File: config.mk
export PLATFORM = sky130hd
export DESIGN_NAME = onewire_temp_sensor_reader
export DESIGN_NICKNAME = d
export VERILOG_FILES = /design/src/rtl/core/owtr_pkg.sv /design/src/rtl/core/owtr_seq.sv /design/src/rtl/core/owtr_obuf.sv /design/src/rtl/core/onewire_temp_sensor_reader.sv
export SDC_FILE = /design/constraint.sdc
export NUM_CORES = 1
export LEC_CHECK = 0
export ABC_AREA = 1
export BUFFER_PORTS_ARGS = -buffer_cell sky130_fd_sc_hd__buf_4
export CORE_MARGIN = 2
export CORE_UTILIZATION = 57
export CTS_CLUSTER_SIZE = 28
export DETAILED_ROUTE_END_ITERATION = 8
export GPL_TIMING_DRIVEN = 1
export PLACE_DENSITY = 0.77
export SYNTH_ARGS = -nofsm -noshare
export SYNTH_HDL_FRONTEND = slang
export SYNTH_HIERARCHICAL = 1
export SYNTH_SLANG_ARGS = --single-unit
File: constraint.sdc
create_clock -name clk_i -period 4.3 [get_ports clk_i]
set_input_delay 0.43 -clock clk_i [delete_from_list [all_inputs] [get_ports clk_i]]
set_output_delay 0.43 -clock clk_i [all_outputs]
set_load 0.01 [all_outputs]
File: src/rtl/core/owtr_pkg.sv
// Shared types, constants and the CRC step for the one-wire temperature sensor reader.
// No dependencies; every other file in rtl/core refers to this package by scoped names.
package owtr_pkg;

  // Widths of the configuration port.
  localparam int unsigned CfgIdxW  = 3;
  localparam int unsigned CfgDataW = 10;

  // Configuration register indexes.
  localparam logic [CfgIdxW-1:0] CFG_RESET_LOW     = 3'd0;
  localparam logic [CfgIdxW-1:0] CFG_PRESENCE_WAIT = 3'd1;
  localparam logic [CfgIdxW-1:0] CFG_RESET_RECOVER = 3'd2;
  localparam logic [CfgIdxW-1:0] CFG_SLOT_START    = 3'd3;
  localparam logic [CfgIdxW-1:0] CFG_WRITE_HOLD    = 3'd4;
  localparam logic [CfgIdxW-1:0] CFG_READ_SAMPLE   = 3'd5;
  localparam logic [CfgIdxW-1:0] CFG_SLOT_RECOVER  = 3'd6;
  localparam logic [CfgIdxW-1:0] CFG_BYTE_GAP      = 3'd7;

  // Bus commands.
  localparam logic [7:0] CMD_SKIP_ROM     = 8'hCC;
  localparam logic [7:0] CMD_READ_SCRATCH = 8'hBE;
  localparam logic [7:0] CMD_CONVERT      = 8'h44;

  // Feedback term of the reflected CRC-8 step.
  localparam logic [7:0] CRC_FEEDBACK = 8'h18;

  typedef struct packed {
    logic [9:0] reset_low_ticks;
    logic [7:0] presence_wait_ticks;
    logic [9:0] reset_recover_ticks;
    logic [5:0] slot_start_ticks;
    logic [7:0] write_hold_ticks;
    logic [5:0] read_sample_ticks;
    logic [5:0] slot_recover_ticks;
    logic [5:0] byte_gap_ticks;
  } cfg_t;

  localparam cfg_t CFG_RESET_VALUE = '{
    reset_low_ticks:     10'd700,
    presence_wait_ticks: 8'd35,
    reset_recover_ticks: 10'd640,
    slot_start_ticks:    6'd5,
    write_hold_ticks:    8'd30,
    read_sample_ticks:   6'd10,
    slot_recover_ticks:  6'd5,
    byte_gap_ticks:      6'd10
  };

  typedef struct packed {
    logic start_req;
    logic line_level;
  } req_t;

  typedef struct packed {
    logic               pull_low;
    logic               busy_res;
    logic               done_res;
    logic               crc_ok;
    logic               presence_seen;
    logic signed [15:0] temperature;
  } res_t;

  // One byte of the Maxim CRC-8, starting from a zero register.
  function automatic logic [7:0] crc8_byte(logic [7:0] v);
    logic [7:0] c;
    logic [7:0] d;
    logic [7:0] x;
    c = 8'h00;
    d = v;
    for (int i = 0; i < 8; i++) begin
      x = c ^ CRC_FEEDBACK;
      if ((c[0] ^ d[0]) == 1'b1) begin
        c = {1'b1, x[7:1]};
      end else begin
        c = {1'b0, c[7:1]};
      end
      d = {1'b0, d[7:1]};
    end
    return c;
  endfunction

endpackage

File: src/rtl/core/owtr_seq.sv
// Bus sequencer: phase, timing counter, shift register, scratchpad and CRC state.
// Advances one tick per accepted request. Depends on owtr_pkg.
module owtr_seq #(
  parameter int unsigned SCRATCH_BYTES     = 9,
  parameter int unsigned CRC_COVERED_BYTES = 8
) (
  input  logic          clk_i,
  input  logic          rst_ni,
  input  logic          fire_i,
  input  owtr_pkg::req_t req_i,
  input  owtr_pkg::cfg_t cfg_i,
  output owtr_pkg::res_t res_o
);

  localparam int unsigned ByteW = $clog2(SCRATCH_BYTES + 1);
  localparam int unsigned SpW   = $clog2(SCRATCH_BYTES);
  localparam logic [SpW-1:0] CrcIdx = SpW'(CRC_COVERED_BYTES);

  typedef enum logic [3:0] {
    PH_IDLE    = 4'd0,
    PH_R1_LOW  = 4'd1,
    PH_R1_WAIT = 4'd2,
    PH_R1_REC  = 4'd3,
    PH_WA_SLOT = 4'd4,
    PH_WA_GAP  = 4'd5,
    PH_RD_SLOT = 4'd6,
    PH_R2_LOW  = 4'd7,
    PH_R2_WAIT = 4'd8,
    PH_R2_REC  = 4'd9,
    PH_WB_SLOT = 4'd10,
    PH_WB_GAP  = 4'd11
  } phase_e;

  // True on the last tick of a segment; a zero length still lasts one tick.
  function automatic logic seg_last(logic [9:0] t, logic [10:0] len);
    logic [10:0] l;
    l = (len == 11'd0) ? 11'd1 : len;
    return (11'(t) + 11'd1) >= l;
  endfunction

  phase_e            phase_q, phase_d;
  logic [9:0]        tick_q, tick_d;
  logic [2:0]        bit_q, bit_d;
  logic [ByteW-1:0]  byte_q, byte_d;
  logic [7:0]        shift_q, shift_d;
  logic [7:0]        crc_q, crc_d;
  logic [15:0]       temp_q, temp_d;
  logic [1:0]        flags_q, flags_d;
  logic [7:0]        sp_q [SCRATCH_BYTES];

  logic              pull;
  logic              done;
  logic              sp_we;
  logic [7:0]        shift_new;
  logic [ByteW-1:0]  byte_inc;
  logic [10:0]       t_ext;
  logic [10:0]       wr_len;
  logic [10:0]       rd_samp;
  logic [10:0]       rd_end;
  logic              crc_match;

  assign t_ext     = 11'(tick_q);
  assign wr_len    = 11'(cfg_i.slot_start_ticks) + 11'(cfg_i.write_hold_ticks)
                   + 11'(cfg_i.slot_recover_ticks);
  assign rd_samp   = 11'(cfg_i.slot_start_ticks) + 11'(cfg_i.read_sample_ticks);
  assign rd_end    = rd_samp + 11'(cfg_i.slot_recover_ticks);
  assign byte_inc  = byte_q + ByteW'(1);
  assign crc_match = (crc_q == sp_q[CrcIdx]);

  always_comb begin
    phase_d   = phase_q;
    tick_d    = tick_q;
    bit_d     = bit_q;
    byte_d    = byte_q;
    shift_d   = shift_q;
    crc_d     = crc_q;
    temp_d    = temp_q;
    flags_d   = flags_q;
    pull      = 1'b0;
    done      = 1'b0;
    sp_we     = 1'b0;
    shift_new = shift_q;

    case (phase_q)
      PH_IDLE: begin
        if (req_i.start_req) begin
          phase_d = PH_R1_LOW;
          tick_d  = '0;
          bit_d   = '0;
          byte_d  = '0;
          crc_d   = '0;
        end
      end
      PH_R1_LOW, PH_R2_LOW: begin
        pull = 1'b1;
        if (seg_last(tick_q, 11'(cfg_i.reset_low_ticks))) begin
          tick_d  = '0;
          phase_d = (phase_q == PH_R1_LOW) ? PH_R1_WAIT : PH_R2_WAIT;
        end else begin
          tick_d = tick_q + 10'd1;
        end
      end
      PH_R1_WAIT, PH_R2_WAIT: begin
        if (tick_q >= 10'(cfg_i.presence_wait_ticks)) begin
          flags_d[1] = ~req_i.line_level;
          tick_d     = '0;
          phase_d    = (phase_q == PH_R1_WAIT) ? PH_R1_REC : PH_R2_REC;
        end else begin
          tick_d = tick_q + 10'd1;
        end
      end
      PH_R1_REC, PH_R2_REC: begin
        if (seg_last(tick_q, 11'(cfg_i.reset_recover_ticks))) begin
          tick_d  = '0;
          phase_d = (phase_q == PH_R1_REC) ? PH_WA_SLOT : PH_WB_SLOT;
          byte_d  = '0;
          bit_d   = '0;
          shift_d = owtr_pkg::CMD_SKIP_ROM;
        end else begin
          tick_d = tick_q + 10'd1;
        end
      end
      PH_WA_SLOT, PH_WB_SLOT: begin
        // Low for the slot opening, then held low only while sending a zero.
        pull = (t_ext < 11'(cfg_i.slot_start_ticks)) ||
               ((t_ext < 11'(cfg_i.slot_start_ticks) + 11'(cfg_i.write_hold_ticks)) &&
                !shift_q[0]);
        if (seg_last(tick_q, wr_len)) begin
          tick_d  = '0;
          shift_d = {1'b0, shift_q[7:1]};
          if (bit_q == 3'd7) begin
            bit_d   = '0;
            phase_d = (phase_q == PH_WA_SLOT) ? PH_WA_GAP : PH_WB_GAP;
          end else begin
            bit_d = bit_q + 3'd1;
          end
        end else begin
          tick_d = tick_q + 10'd1;
        end
      end
      PH_WA_GAP, PH_WB_GAP: begin
        if (seg_last(tick_q, 11'(cfg_i.byte_gap_ticks))) begin
          tick_d = '0;
          if (byte_q == '0) begin
            byte_d  = ByteW'(1);
            shift_d = (phase_q == PH_WA_GAP) ? owtr_pkg::CMD_READ_SCRATCH
                                             : owtr_pkg::CMD_CONVERT;
            phase_d = (phase_q == PH_WA_GAP) ? PH_WA_SLOT : PH_WB_SLOT;
          end else if (phase_q == PH_WA_GAP) begin
            byte_d  = '0;
            shift_d = '0;
            crc_d   = '0;
            phase_d = PH_RD_SLOT;
          end else begin
            byte_d     = '0;
            phase_d    = PH_IDLE;
            done       = 1'b1;
            flags_d[0] = crc_match;
            if (crc_match) begin
              temp_d = {sp_q[1], sp_q[0]};
            end
          end
        end else begin
          tick_d = tick_q + 10'd1;
        end
      end
      PH_RD_SLOT: begin
        pull = (t_ext < 11'(cfg_i.slot_start_ticks));
        if (t_ext == rd_samp) begin
          shift_new = {req_i.line_level, shift_q[7:1]};
        end
        shift_d = shift_new;
        if (t_ext >= rd_end) begin
          tick_d = '0;
          if (bit_q == 3'd7) begin
            bit_d = '0;
            sp_we = 1'b1;
            if (32'(byte_q) < CRC_COVERED_BYTES) begin
              crc_d = owtr_pkg::crc8_byte(crc_q ^ shift_new);
            end
            if (32'(byte_inc) >= SCRATCH_BYTES) begin
              byte_d  = '0;
              phase_d = PH_R2_LOW;
            end else begin
              byte_d = byte_inc;
            end
          end else begin
            bit_d = bit_q + 3'd1;
          end
        end else begin
          tick_d = tick_q + 10'd1;
        end
      end
      default: begin
        phase_d = PH_IDLE;
        tick_d  = '0;
      end
    endcase
  end

  always_comb begin
    res_o.pull_low      = pull;
    res_o.busy_res      = (phase_d != PH_IDLE) || done;
    res_o.done_res      = done;
    res_o.crc_ok        = flags_d[0];
    res_o.presence_seen = flags_d[1];
    res_o.temperature   = $signed(temp_d);
  end

  always_ff @(posedge clk_i or negedge rst_ni) begin
    if (!rst_ni) begin
      phase_q <= PH_IDLE;
      tick_q  <= '0;
      bit_q   <= '0;
      byte_q  <= '0;
      shift_q <= '0;
      crc_q   <= '0;
      temp_q  <= '0;
      flags_q <= '0;
    end else if (fire_i) begin
      phase_q <= phase_d;
      tick_q  <= tick_d;
      bit_q   <= bit_d;
      byte_q  <= byte_d;
      shift_q <= shift_d;
      crc_q   <= crc_d;
      temp_q  <= temp_d;
      flags_q <= flags_d;
    end
  end

  // Scratchpad bytes carry no reset; each is written before it is used.
  always_ff @(posedge clk_i) begin
    if (fire_i && sp_we) begin
      sp_q[byte_q[SpW-1:0]] <= shift_new;
    end
  end

endmodule

File: src/rtl/core/owtr_obuf.sv
// Result register with a skid entry, so a new tick is taken while one result waits.
// Depends on owtr_pkg for the result type.
module owtr_obuf (
  input  logic           clk_i,
  input  logic           rst_ni,
  input  logic           in_valid_i,
  output logic           in_stall_o,
  output logic           fire_o,
  input  owtr_pkg::res_t res_i,
  output logic           out_valid_o,
  input  logic           out_stall_i,
  output owtr_pkg::res_t out_res_o
);

  logic           ov_q, ov_d;
  logic           sv_q, sv_d;
  owtr_pkg::res_t od_q, od_d;
  owtr_pkg::res_t sd_q, sd_d;
  logic           fire;

  assign fire        = in_valid_i && !sv_q;
  assign fire_o      = fire;
  assign in_stall_o  = sv_q;
  assign out_valid_o = ov_q;
  assign out_res_o   = od_q;

  always_comb begin
    ov_d = ov_q;
    sv_d = sv_q;
    od_d = od_q;
    sd_d = sd_q;
    if (!ov_q || !out_stall_i) begin
      // Output slot frees up: the skid entry goes first, otherwise the new result.
      ov_d = sv_q || fire;
      od_d = sv_q ? sd_q : res_i;
      sv_d = 1'b0;
    end else if (fire) begin
      sv_d = 1'b1;
      sd_d = res_i;
    end
  end

  always_ff @(posedge clk_i or negedge rst_ni) begin
    if (!rst_ni) begin
      ov_q <= 1'b0;
      sv_q <= 1'b0;
    end else begin
      ov_q <= ov_d;
      sv_q <= sv_d;
    end
  end

  always_ff @(posedge clk_i) begin
    od_q <= od_d;
    sd_q <= sd_d;
  end

endmodule

File: src/rtl/core/onewire_temp_sensor_reader.sv
// Top level of the one-wire temperature sensor reader: configuration registers,
// sequencer and result buffer. Depends on owtr_pkg, owtr_seq and owtr_obuf.
//
// Each request is one microsecond bus tick carrying a start flag and the sampled line
// level; each request yields exactly one result, in order, giving the drive level for
// the line, busy/done flags, the CRC and presence status and the last good temperature
// in 1/16 degree units. A request is taken every clock cycle unless the input is
// stalled; its result is registered in the output or skid entry. The tick update is one
// pass through the sequencer logic, so input stalls come only from the result side: the
// input is held off only while two results are waiting. A start runs reset, skip-ROM,
// read-scratchpad, a nine byte read, a second reset, skip-ROM and convert; a bad CRC
// keeps the previous reading. The user must write the timing registers through the
// plain write port only while no sequence is in progress; the block does not enforce it.
module onewire_temp_sensor_reader #(
  parameter int unsigned SCRATCH_BYTES     = 9,
  parameter int unsigned CRC_COVERED_BYTES = 8
) (
  input  logic                              clk_i,
  input  logic                              rst_ni,
  input  logic                              in_valid_i,
  output logic                              in_stall_o,
  input  owtr_pkg::req_t                    in_req_i,
  output logic                              out_valid_o,
  input  logic                              out_stall_i,
  output owtr_pkg::res_t                    out_res_o,
  input  logic                              cfg_we_i,
  input  logic [owtr_pkg::CfgIdxW-1:0]      cfg_idx_i,
  input  logic [owtr_pkg::CfgDataW-1:0]     cfg_data_i
);

  owtr_pkg::cfg_t cfg_q;
  owtr_pkg::res_t seq_res;
  logic           fire;

  always_ff @(posedge clk_i or negedge rst_ni) begin
    if (!rst_ni) begin
      cfg_q <= owtr_pkg::CFG_RESET_VALUE;
    end else if (cfg_we_i) begin
      case (cfg_idx_i)
        owtr_pkg::CFG_RESET_LOW:     cfg_q.reset_low_ticks     <= cfg_data_i;
        owtr_pkg::CFG_PRESENCE_WAIT: cfg_q.presence_wait_ticks <= cfg_data_i[7:0];
        owtr_pkg::CFG_RESET_RECOVER: cfg_q.reset_recover_ticks <= cfg_data_i;
        owtr_pkg::CFG_SLOT_START:    cfg_q.slot_start_ticks    <= cfg_data_i[5:0];
        owtr_pkg::CFG_WRITE_HOLD:    cfg_q.write_hold_ticks    <= cfg_data_i[7:0];
        owtr_pkg::CFG_READ_SAMPLE:   cfg_q.read_sample_ticks   <= cfg_data_i[5:0];
        owtr_pkg::CFG_SLOT_RECOVER:  cfg_q.slot_recover_ticks  <= cfg_data_i[5:0];
        owtr_pkg::CFG_BYTE_GAP:      cfg_q.byte_gap_ticks      <= cfg_data_i[5:0];
        default:                     cfg_q                     <= cfg_q;
      endcase
    end
  end

  owtr_seq #(
    .SCRATCH_BYTES    (SCRATCH_BYTES),
    .CRC_COVERED_BYTES(CRC_COVERED_BYTES)
  ) u_seq (
    .clk_i (clk_i),
    .rst_ni(rst_ni),
    .fire_i(fire),
    .req_i (in_req_i),
    .cfg_i (cfg_q),
    .res_o (seq_res)
  );

  owtr_obuf u_obuf (
    .clk_i      (clk_i),
    .rst_ni     (rst_ni),
    .in_valid_i (in_valid_i),
    .in_stall_o (in_stall_o),
    .fire_o     (fire),
    .res_i      (seq_res),
    .out_valid_o(out_valid_o),
    .out_stall_i(out_stall_i),
    .out_res_o  (out_res_o)
  );

endmodule

==> metrics.txt, run 1 <==
Worst Setup End Kind flop; post-synth top area share 19.9%; Crit Path Class flop to flop; Netlist Area Pre-Place 11800 um2; Worst VDD drop ~0.33 mV; # hold bufs at CTS 0; Vias/cell 5.60; total track usage around 29%; RD Place Congestion ~0.94; DR DRC count 0; worst reg2reg path startpoint cfg_q[20]; WL/cell 16.5 um; clock buffer count from CTS 17; Bufs and invs on worst path 3; Yosys Warn Count 6; failing checks negative setup slack; first-pass GRT wire length 49700 um; nets between 1500 and 2000; most used cell, CP nand2_1; effective utilization at floorplan 58.2%; total clock sinks 183; Rows 52; antenna violations before repair 0; Slew Viols, Final 0; Hold Vio Cnt, Final 0; sequential share of the synthesized area 41.8%; Critical Path Max Stage Delay about 540 ps; core footprint 20300 um2; post-route worst setup slack -88.4 ps; Slew HR 39.1%; type of origin of the critical path flop; status complete, but fails checks; clk_skew between 10 and 15 ps; Placed Instances about 1800; clk buf depth 2; Post-synth ARST share 63.9%; reg-to-reg endpoint u_seq/tick_q[4]; die area about 22000 um2; I/O pins 43; sw frac a little over two fifths; Synth area leader dfrtp_1; CTS Root Cell clkbuf_16; Reg clk slew, reported paths 80 ps; register-to-register setup slack -90 ps; initial drt markers 920; post-DP HPWL 22400 um; Slowest-stage cell, CP dfstp_2; CTS H-Tree Depth 4; Non-Filler Instances about 1800; Yosys reg bits 183; Period minus WS final between 4000 and 5000 ps; combinational share of power 49.6%; Area growth, synth to finish 15.0%; largest net degree at the start of global routing 60; number of global-route vias before repair 9853; synth unique cells 57; Internal ~0.0045 W; Layout Cell Area excl Fill ~14000 um2; Antenna Cells 0; arrival time worst endpoint roughly 4700 ps; Peak Freq 228 MHz; Worst-Margin Slew approximately 910 ps; dominant synthesized flop cell dfrtp_1; share of layout cells above drive strength 1 17.2%; Vert. Die Dim about 150 um; static leakage 6.81 nW; Post-synth EDFFs 66; clk_lat worst skew 450 ps; Post-Syn Nets between 1500 and 2000; Area after DPL around 13000 um2; TritonCTS clock tree yes; vias slightly above 10000; Max Cap Viol 0; Final Cycle Share 102%; crit-path leading delay family compound AO/OA/AOI/OAI gates; IO Port Bufs 42; RSZ-0062 raised after global routing true; die width 148 um; worst endpoint required time between 4000 and 5000 ps; worst r2r path cells 25; area of the multi-input gates 6200 um2; Routed WL roughly 30000 um; top cells by area, synth dfrtp_1 (20%), edfxtp_1 (17%), nand2_1 (14%); Critical Path Fanout Max 10; synthesized netlist cell count 1464; Reg power frac 29.5%; Mean Syn Cell Area 8.07 um2; Hold Crit Class input pin to async pin; DRT Pass-1 Iters 7; Overflow after GRT 0; Pwr per Cell Area 582 nW/um2; fillers around 1700; final setup vio count 12; Psw 0.00345 W; antenna-violating nets left 0; FF/Latch Area 4940 um2; Clk network pwr share 20.9%
synth_stat cells (8+ instances only):
master,number
nor4_1,8
or2_1,15
inv_1,168
a21oi_1,40
o21ai_1,32
xnor2_1,11
ha_1,99
dfrtp_1,94
xor2_1,23
dfstp_2,23
nand2_1,444
edfxtp_1,66
nor2_2,10
nand2_2,14
nand4_1,23
o21ai_0,62
inv_2,15
o21ai_2,10
nor2_1,81
o211ai_1,12
clkbuf_1,16
nand3_1,110
buf_6,8
what timing repair did:
action                     4_1_cts  5_1_grt
setup buffers                    6        1
setup endpoints to repair       23       57
resized for setup               31       21
pin swaps                       26       21
stage by stage:
step | hold WS (ps) | total power [W] | setup TNS (ps) | utilization [%] | worst slack [ps]
6_report | 41.3 | 0.00791 | -679 | 66.9 | -88.4
5_1_grt | 104 | 0.00850 | -9390 | 66.9 | -472
4_1_cts | 69.5 | 0.00772 | -45.2 | 66.4 | -45.2
3_5_place_dp | 458 | 0.00586 | -5250 | 62.4 | -320
3_3_place_gp | 451 | 0.00574 | -1410 | 62.4 | -114
2_1_floorplan | 134 | 0.00477 | 0 | - | 67.8
power by group through the flow:
stage          Combinational, W  Clock [W]  Sequential, W
6_report                0.00392    0.00165        0.00233
5_1_grt                 0.00439    0.00175        0.00237
4_1_cts                 0.00372    0.00168        0.00233
3_5_place_dp            0.00350          0        0.00236
3_3_place_gp            0.00339          0        0.00235
2_1_floorplan           0.00244          0        0.00233
sequential cells by signal (all words and copies together) (netlist names):
| name | count |
|---|---|
| u_seq/bit_q | 3 |
| u_obuf/out_res_o | 21 |
| u_seq/phase_q | 4 |
| u_seq/byte_q | 4 |
| cfg_q | 60 |
| u_obuf/out_valid_o | 1 |
| u_obuf/sd_q | 21 |
| u_seq/sp_q | 24 |
| u_obuf/in_stall_o | 1 |
| u_seq/crc_q | 8 |
| u_seq/tick_q | 10 |
| u_seq/flags_q | 2 |
| u_seq/temp_q | 16 |
| u_seq/shift_q | 8 |
worst max path at each step:
stage | cells past startpoint | to | slack (ps) | start
final | 25 | u_seq/tick_q[4] | -90 | cfg_q[20]
after global routing | 26 | u_seq/tick_q[4] | -470 | cfg_q[20]
after CTS | 28 | u_obuf/out_res_o[19] | -50 | cfg_q[26]
after detailed placement | 28 | u_seq/tick_q[2] | -320 | cfg_q[26]
after global placement | 27 | u_seq/tick_q[9] | -110 | cfg_q[26]
after floorplan | 26 | u_seq/tick_q[1] | 70 | cfg_q[26]
placed cells by master (no fill, tap or decap), types with 15 or more instances in the layout:
cell         n
nand2_1    441
inv_1      165
nand3_1    104
buf_4      101
dfrtp_1     94
ha_1        92
nor2_1      79
edfxtp_1    66
o21ai_0     53
o21ai_1     36
a21oi_1     35
dfstp_2     23
nand4_1     23
xor2_1      23
inv_2       17
nand2_2     17
clkbuf_16   17
o21ai_2     15
or2_1       15
worst reg2reg max path, cell delays in order (launching register included):
cell      delay, ps
dfstp_2         540
ha_1            270
a21oi_2         200
nand2_1         110
xor2_1          200
inv_1           120
ha_4            250
a21oi_1         230
o21ai_2         110
a21oi_1         210
o21ai_2         110
xor2_1          180
ha_1            320
nand2_1          60
or2_2           300
nand3_2          90
a21oi_2          50
o21ai_1         110
nand2_1          60
nand3b_1        130
o21ai_2          80
inv_1            90
nand2_1          50
o21ai_1         120
buf_4           180
o21ai_0         100
cells by family (layout without fill, tap and decap cells):
logic type      Yosys count  in the layout  share of synthesized area, %
compound gates          188            188                          9.38
flops                   183            183                          41.8
buf+inv                 219            319                          7.68
other cells               1              1                        0.0317
simple gates            734            734                          27.2
fa+ha+maj               103            103                          11.2
xor+xnor                 36             36                          2.79
routing by layer:
layer  vias up  track usage [%]  share of wire [%]
li1       4988                -                  -
met1      4835             40.9                 44
met2       399             45.3                 46
met3        52             5.34                7.6
met4         0             7.90                1.9
met5         -                0                  0
cell type report:
| cell class | count | share of cell area, % |
|---|---|---|
| Timing Repair Buffer | 103 | 5.81 |
| Clock inverter | 15 | 1.54 |
| Tap cell | 270 | 2.49 |
| Sequential cell | 183 | 36.3 |
| Multi-Input combinational cell | 1062 | 45.6 |
| Inverter | 184 | 5.10 |
| Clock buffer | 17 | 3.13 |
(Power assumes the default switching activity.)
==> inputs of run 2 (changes only) <==
--- a/config.mk
+++ b/config.mk
@@ -15,5 +15,4 @@
 export PLACE_DENSITY = 0.77
 export SYNTH_ARGS = -nofsm -noshare
 export SYNTH_HDL_FRONTEND = slang
-export SYNTH_HIERARCHICAL = 1
 export SYNTH_SLANG_ARGS = --single-unit
==> metrics.txt, run 2 <==
status complete, but fails checks; failing checks negative setup slack; Post-synth ARST share 63.9% (unchanged); met2 usage 41.7% (-3.5 points); most frequent cells in the layout nand2_1 (342), inv_1 (182), o21ai_0 (114), buf_4 (100), dfrtp_1 (93); synthesized netlist cell count 1389 (-5.1%); Period minus WS final 4390 ps (+1.38 ps); Slowest-stage cell, CP dfstp_2; CTS H-Tree Depth 4 (unchanged); top cells by area, synth dfrtp_1 (20%), edfxtp_1 (17%), nand2_1 (11%); # hold bufs at CTS 0 (unchanged); static leakage 6.55 nW (-3.9%); Max Cap Viol 0 (unchanged); clk_skew 14.4 ps (+0.506 ps); Slew Viols, Final 0 (unchanged); Overflow after GRT 0 (unchanged); Worst VDD drop 0.329 mV (-1.7%); max FFs per register 60 (unchanged); most frequent cell after synthesis nand2_1; post-synth top area share 20.4% (+0.47 points); initial drt markers 900 (-2.2%); Peak Freq 228 MHz (about the same); Final Cycle Share 102% (about the same); fillers 1532 (-9.0%); clk_lat worst skew 450 ps (about the same); synth unique cells 63 (+11%); Synth area leader dfrtp_1; M3 GR Usage 4.53% (-0.81 points); antenna-violating nets left 0 (unchanged); TritonCTS clock tree yes; FF/Latch Area 4940 um2 (about the same); sequential share of the synthesized area 42.8% (+0.98 points); die width 146 um (-1.1%); DRT Pass-1 Iters 6 (-1); post-place setup slack -297 ps (+22.3 ps); first-pass GRT wire length 46800 um (-5.8%); Antenna Cells 0 (unchanged); area of the multi-input gates 6180 um2 (-0.24%); met1 global-route usage 40.1% (-0.80 points); Critical Path Max Stage Delay 590 ps (+50 ps); Worst-Margin Slew 977 ps (+66.6 ps); clock buffer count from CTS 17 (unchanged); Bufs and invs on worst path 1 (-2); CTS Root Cell clkbuf_16; post-DP HPWL 21000 um (-6.4%); number of global-route vias before repair 9235 (-6.3%); Area growth, synth to finish 18.7%; Yosys reg bits 183 (unchanged); largest net degree at the start of global routing 118 (+97%); Min Hold Slack 18.0 ps (-23.2 ps); Hold Crit Class input pin to async pin; RSZ-0062 raised after global routing true; crit-path leading delay family simple AND/OR/NAND/NOR gates; Slew HR 34.3% (-4.8 points); Routed WL 29300 um (-3.3%); Hold Vio Cnt, Final 0 (unchanged); most common cell after layout, fill and taps aside nand2_1; total track usage 27.5% (-1.2 points); vias 9785 (-4.8%); Post-Syn Nets 1511 (-4.8%); Pwr per Cell Area 608 nW/um2 (+4.5%); Reg clk slew, reported paths 80 ps (about the same); Vias/cell 5.54 (-1.0%); nets 1604 (-4.2%); effective utilization at floorplan 57.6% (-0.59 points); Critical Path Fanout Max 6 (-4); Worst Setup End Kind flop; most used routing layer met2; Post-synth EDFFs 66 (unchanged); Crit Path Class flop to flop; IO Port Bufs 42 (unchanged); largest reg by FF count cfg_q; final setup vio count 21 (+9); die area 21400 um2 (-2.2%); worst endpoint required time 4630 ps (+20 ps); clk buf depth 2 (unchanged); RD Place Congestion 1.01 (+8.1%); WL/cell 16.6 um (+0.52%); post-route worst setup slack -89.7 ps (-1.38 ps); antenna violations before repair 0 (unchanged); DR DRC count 0 (unchanged); Rows 52 (unchanged); core footprint 20000 um2 (-1.3%); dominant synthesized flop cell dfrtp_1; Mean Syn Cell Area 8.32 um2 (+3.0%); final core occ 68.4% (+1.4 points); most used cell, CP nand2_1; share of layout cells above drive strength 1 20.7% (+3.5 points); total clock sinks 183 (unchanged); Vert. Die Dim 146 um (-1.1%); most frequent cells after synthesis nand2_1 (353), inv_1 (188), o21ai_0 (140), ha_1 (98), dfrtp_1 (94); Yosys Warn Count 0 (-6); I/O pins 43 (unchanged); type of origin of the critical path flop; Netlist Area Pre-Place 11500 um2 (-2.3%); arrival time worst endpoint 4720 ps (+20 ps)
## run 2: changes by cell type in the layout (fill, tap and decap cells not counted), moves of 13 or more
cell / previous run / this run
inv_1: 165 / 182
nand2_1: 441 / 342
nand3_1: 104 / 65
o21ai_0: 53 / 114
o21ai_1: 36 / 22
o21ai_2: 15 / 28
or2_1: 15 / 0
## run 2: layer usage
layer  up-vias  part of all wire (%)
met3        63                   6.6
met5         -                     0
li1       4817                     -
met1      4539                    45
met4         0                   2.5
met2       366                    45
## run 2: cell families (layout without fill, tap and decap cells)
| group | count (synthesis) | count (layout) | synth area share [%] |
|---|---|---|---|
| flops | 183 | 183 | 42.8 |
| compound gates | 249 | 249 | 12.6 |
| simple gates | 582 | 582 | 22.2 |
| xor+xnor | 40 | 40 | 3.23 |
| fa+ha+maj | 102 | 102 | 11.3 |
| buf+inv | 232 | 338 | 7.94 |
| other cells | 1 | 1 | 0.0325 |
## run 2: layout make-up
type | count | share of cell area, %
Inverter | 199 | 5.46
Clock inverter | 15 | 1.58
Clock buffer | 17 | 3.10
Multi-Input combinational cell | 974 | 45.1
Tap cell | 270 | 2.47
Timing Repair Buffer | 107 | 6.24
Sequential cell | 183 | 36.0
## run 2: path summary, 6_finish.rpt
path	start	endpoint	slack (ps)	depth (start not counted)
worst max-delay path	cfg_q[26]	u_seq.bit_q[1]	-90	26
worst min-delay path	rst_ni	cfg_q[2]	20	2
worst max register to register	cfg_q[26]	u_seq.bit_q[1]	-90	26
worst min register to register	cfg_q[45]	cfg_q[45]	490	2
max in group asynchronous	rst_ni	cfg_q[27]	3680	2
min in group clk_i	in_valid_i	u_obuf.out_valid_o	190	3
## run 2: report_power, final
group	internal (W)	switching, W	leakage, nW	total [W]
sequential	0.00220	0.000257	2.09	0.00246
clock	0.000822	0.000836	0.312	0.00166
combinational	0.00167	0.00255	4.15	0.00422
total	0.00469	0.00365	6.55	0.00834
## run 2: what timing repair did
action | in CTS | in global routing
gates resized for setup | 20 | 103
buffers inserted | 3 | 9
endpoints found under the setup margin | 47 | 60
pin swaps | 5 | 43
## run 2: through the flow
step                      cell area (um2)  instances  total power, W  setup TNS [ps]
after global placement              12500       1721         0.00600            -977
after detailed placement            12500       1721         0.00611           -4400
after CTS                           13200       1756         0.00787               0
after floorplan                     11600       1389         0.00495               0
after global routing                13700       1765         0.00894           -9030
final                               13700       1765         0.00834            -892
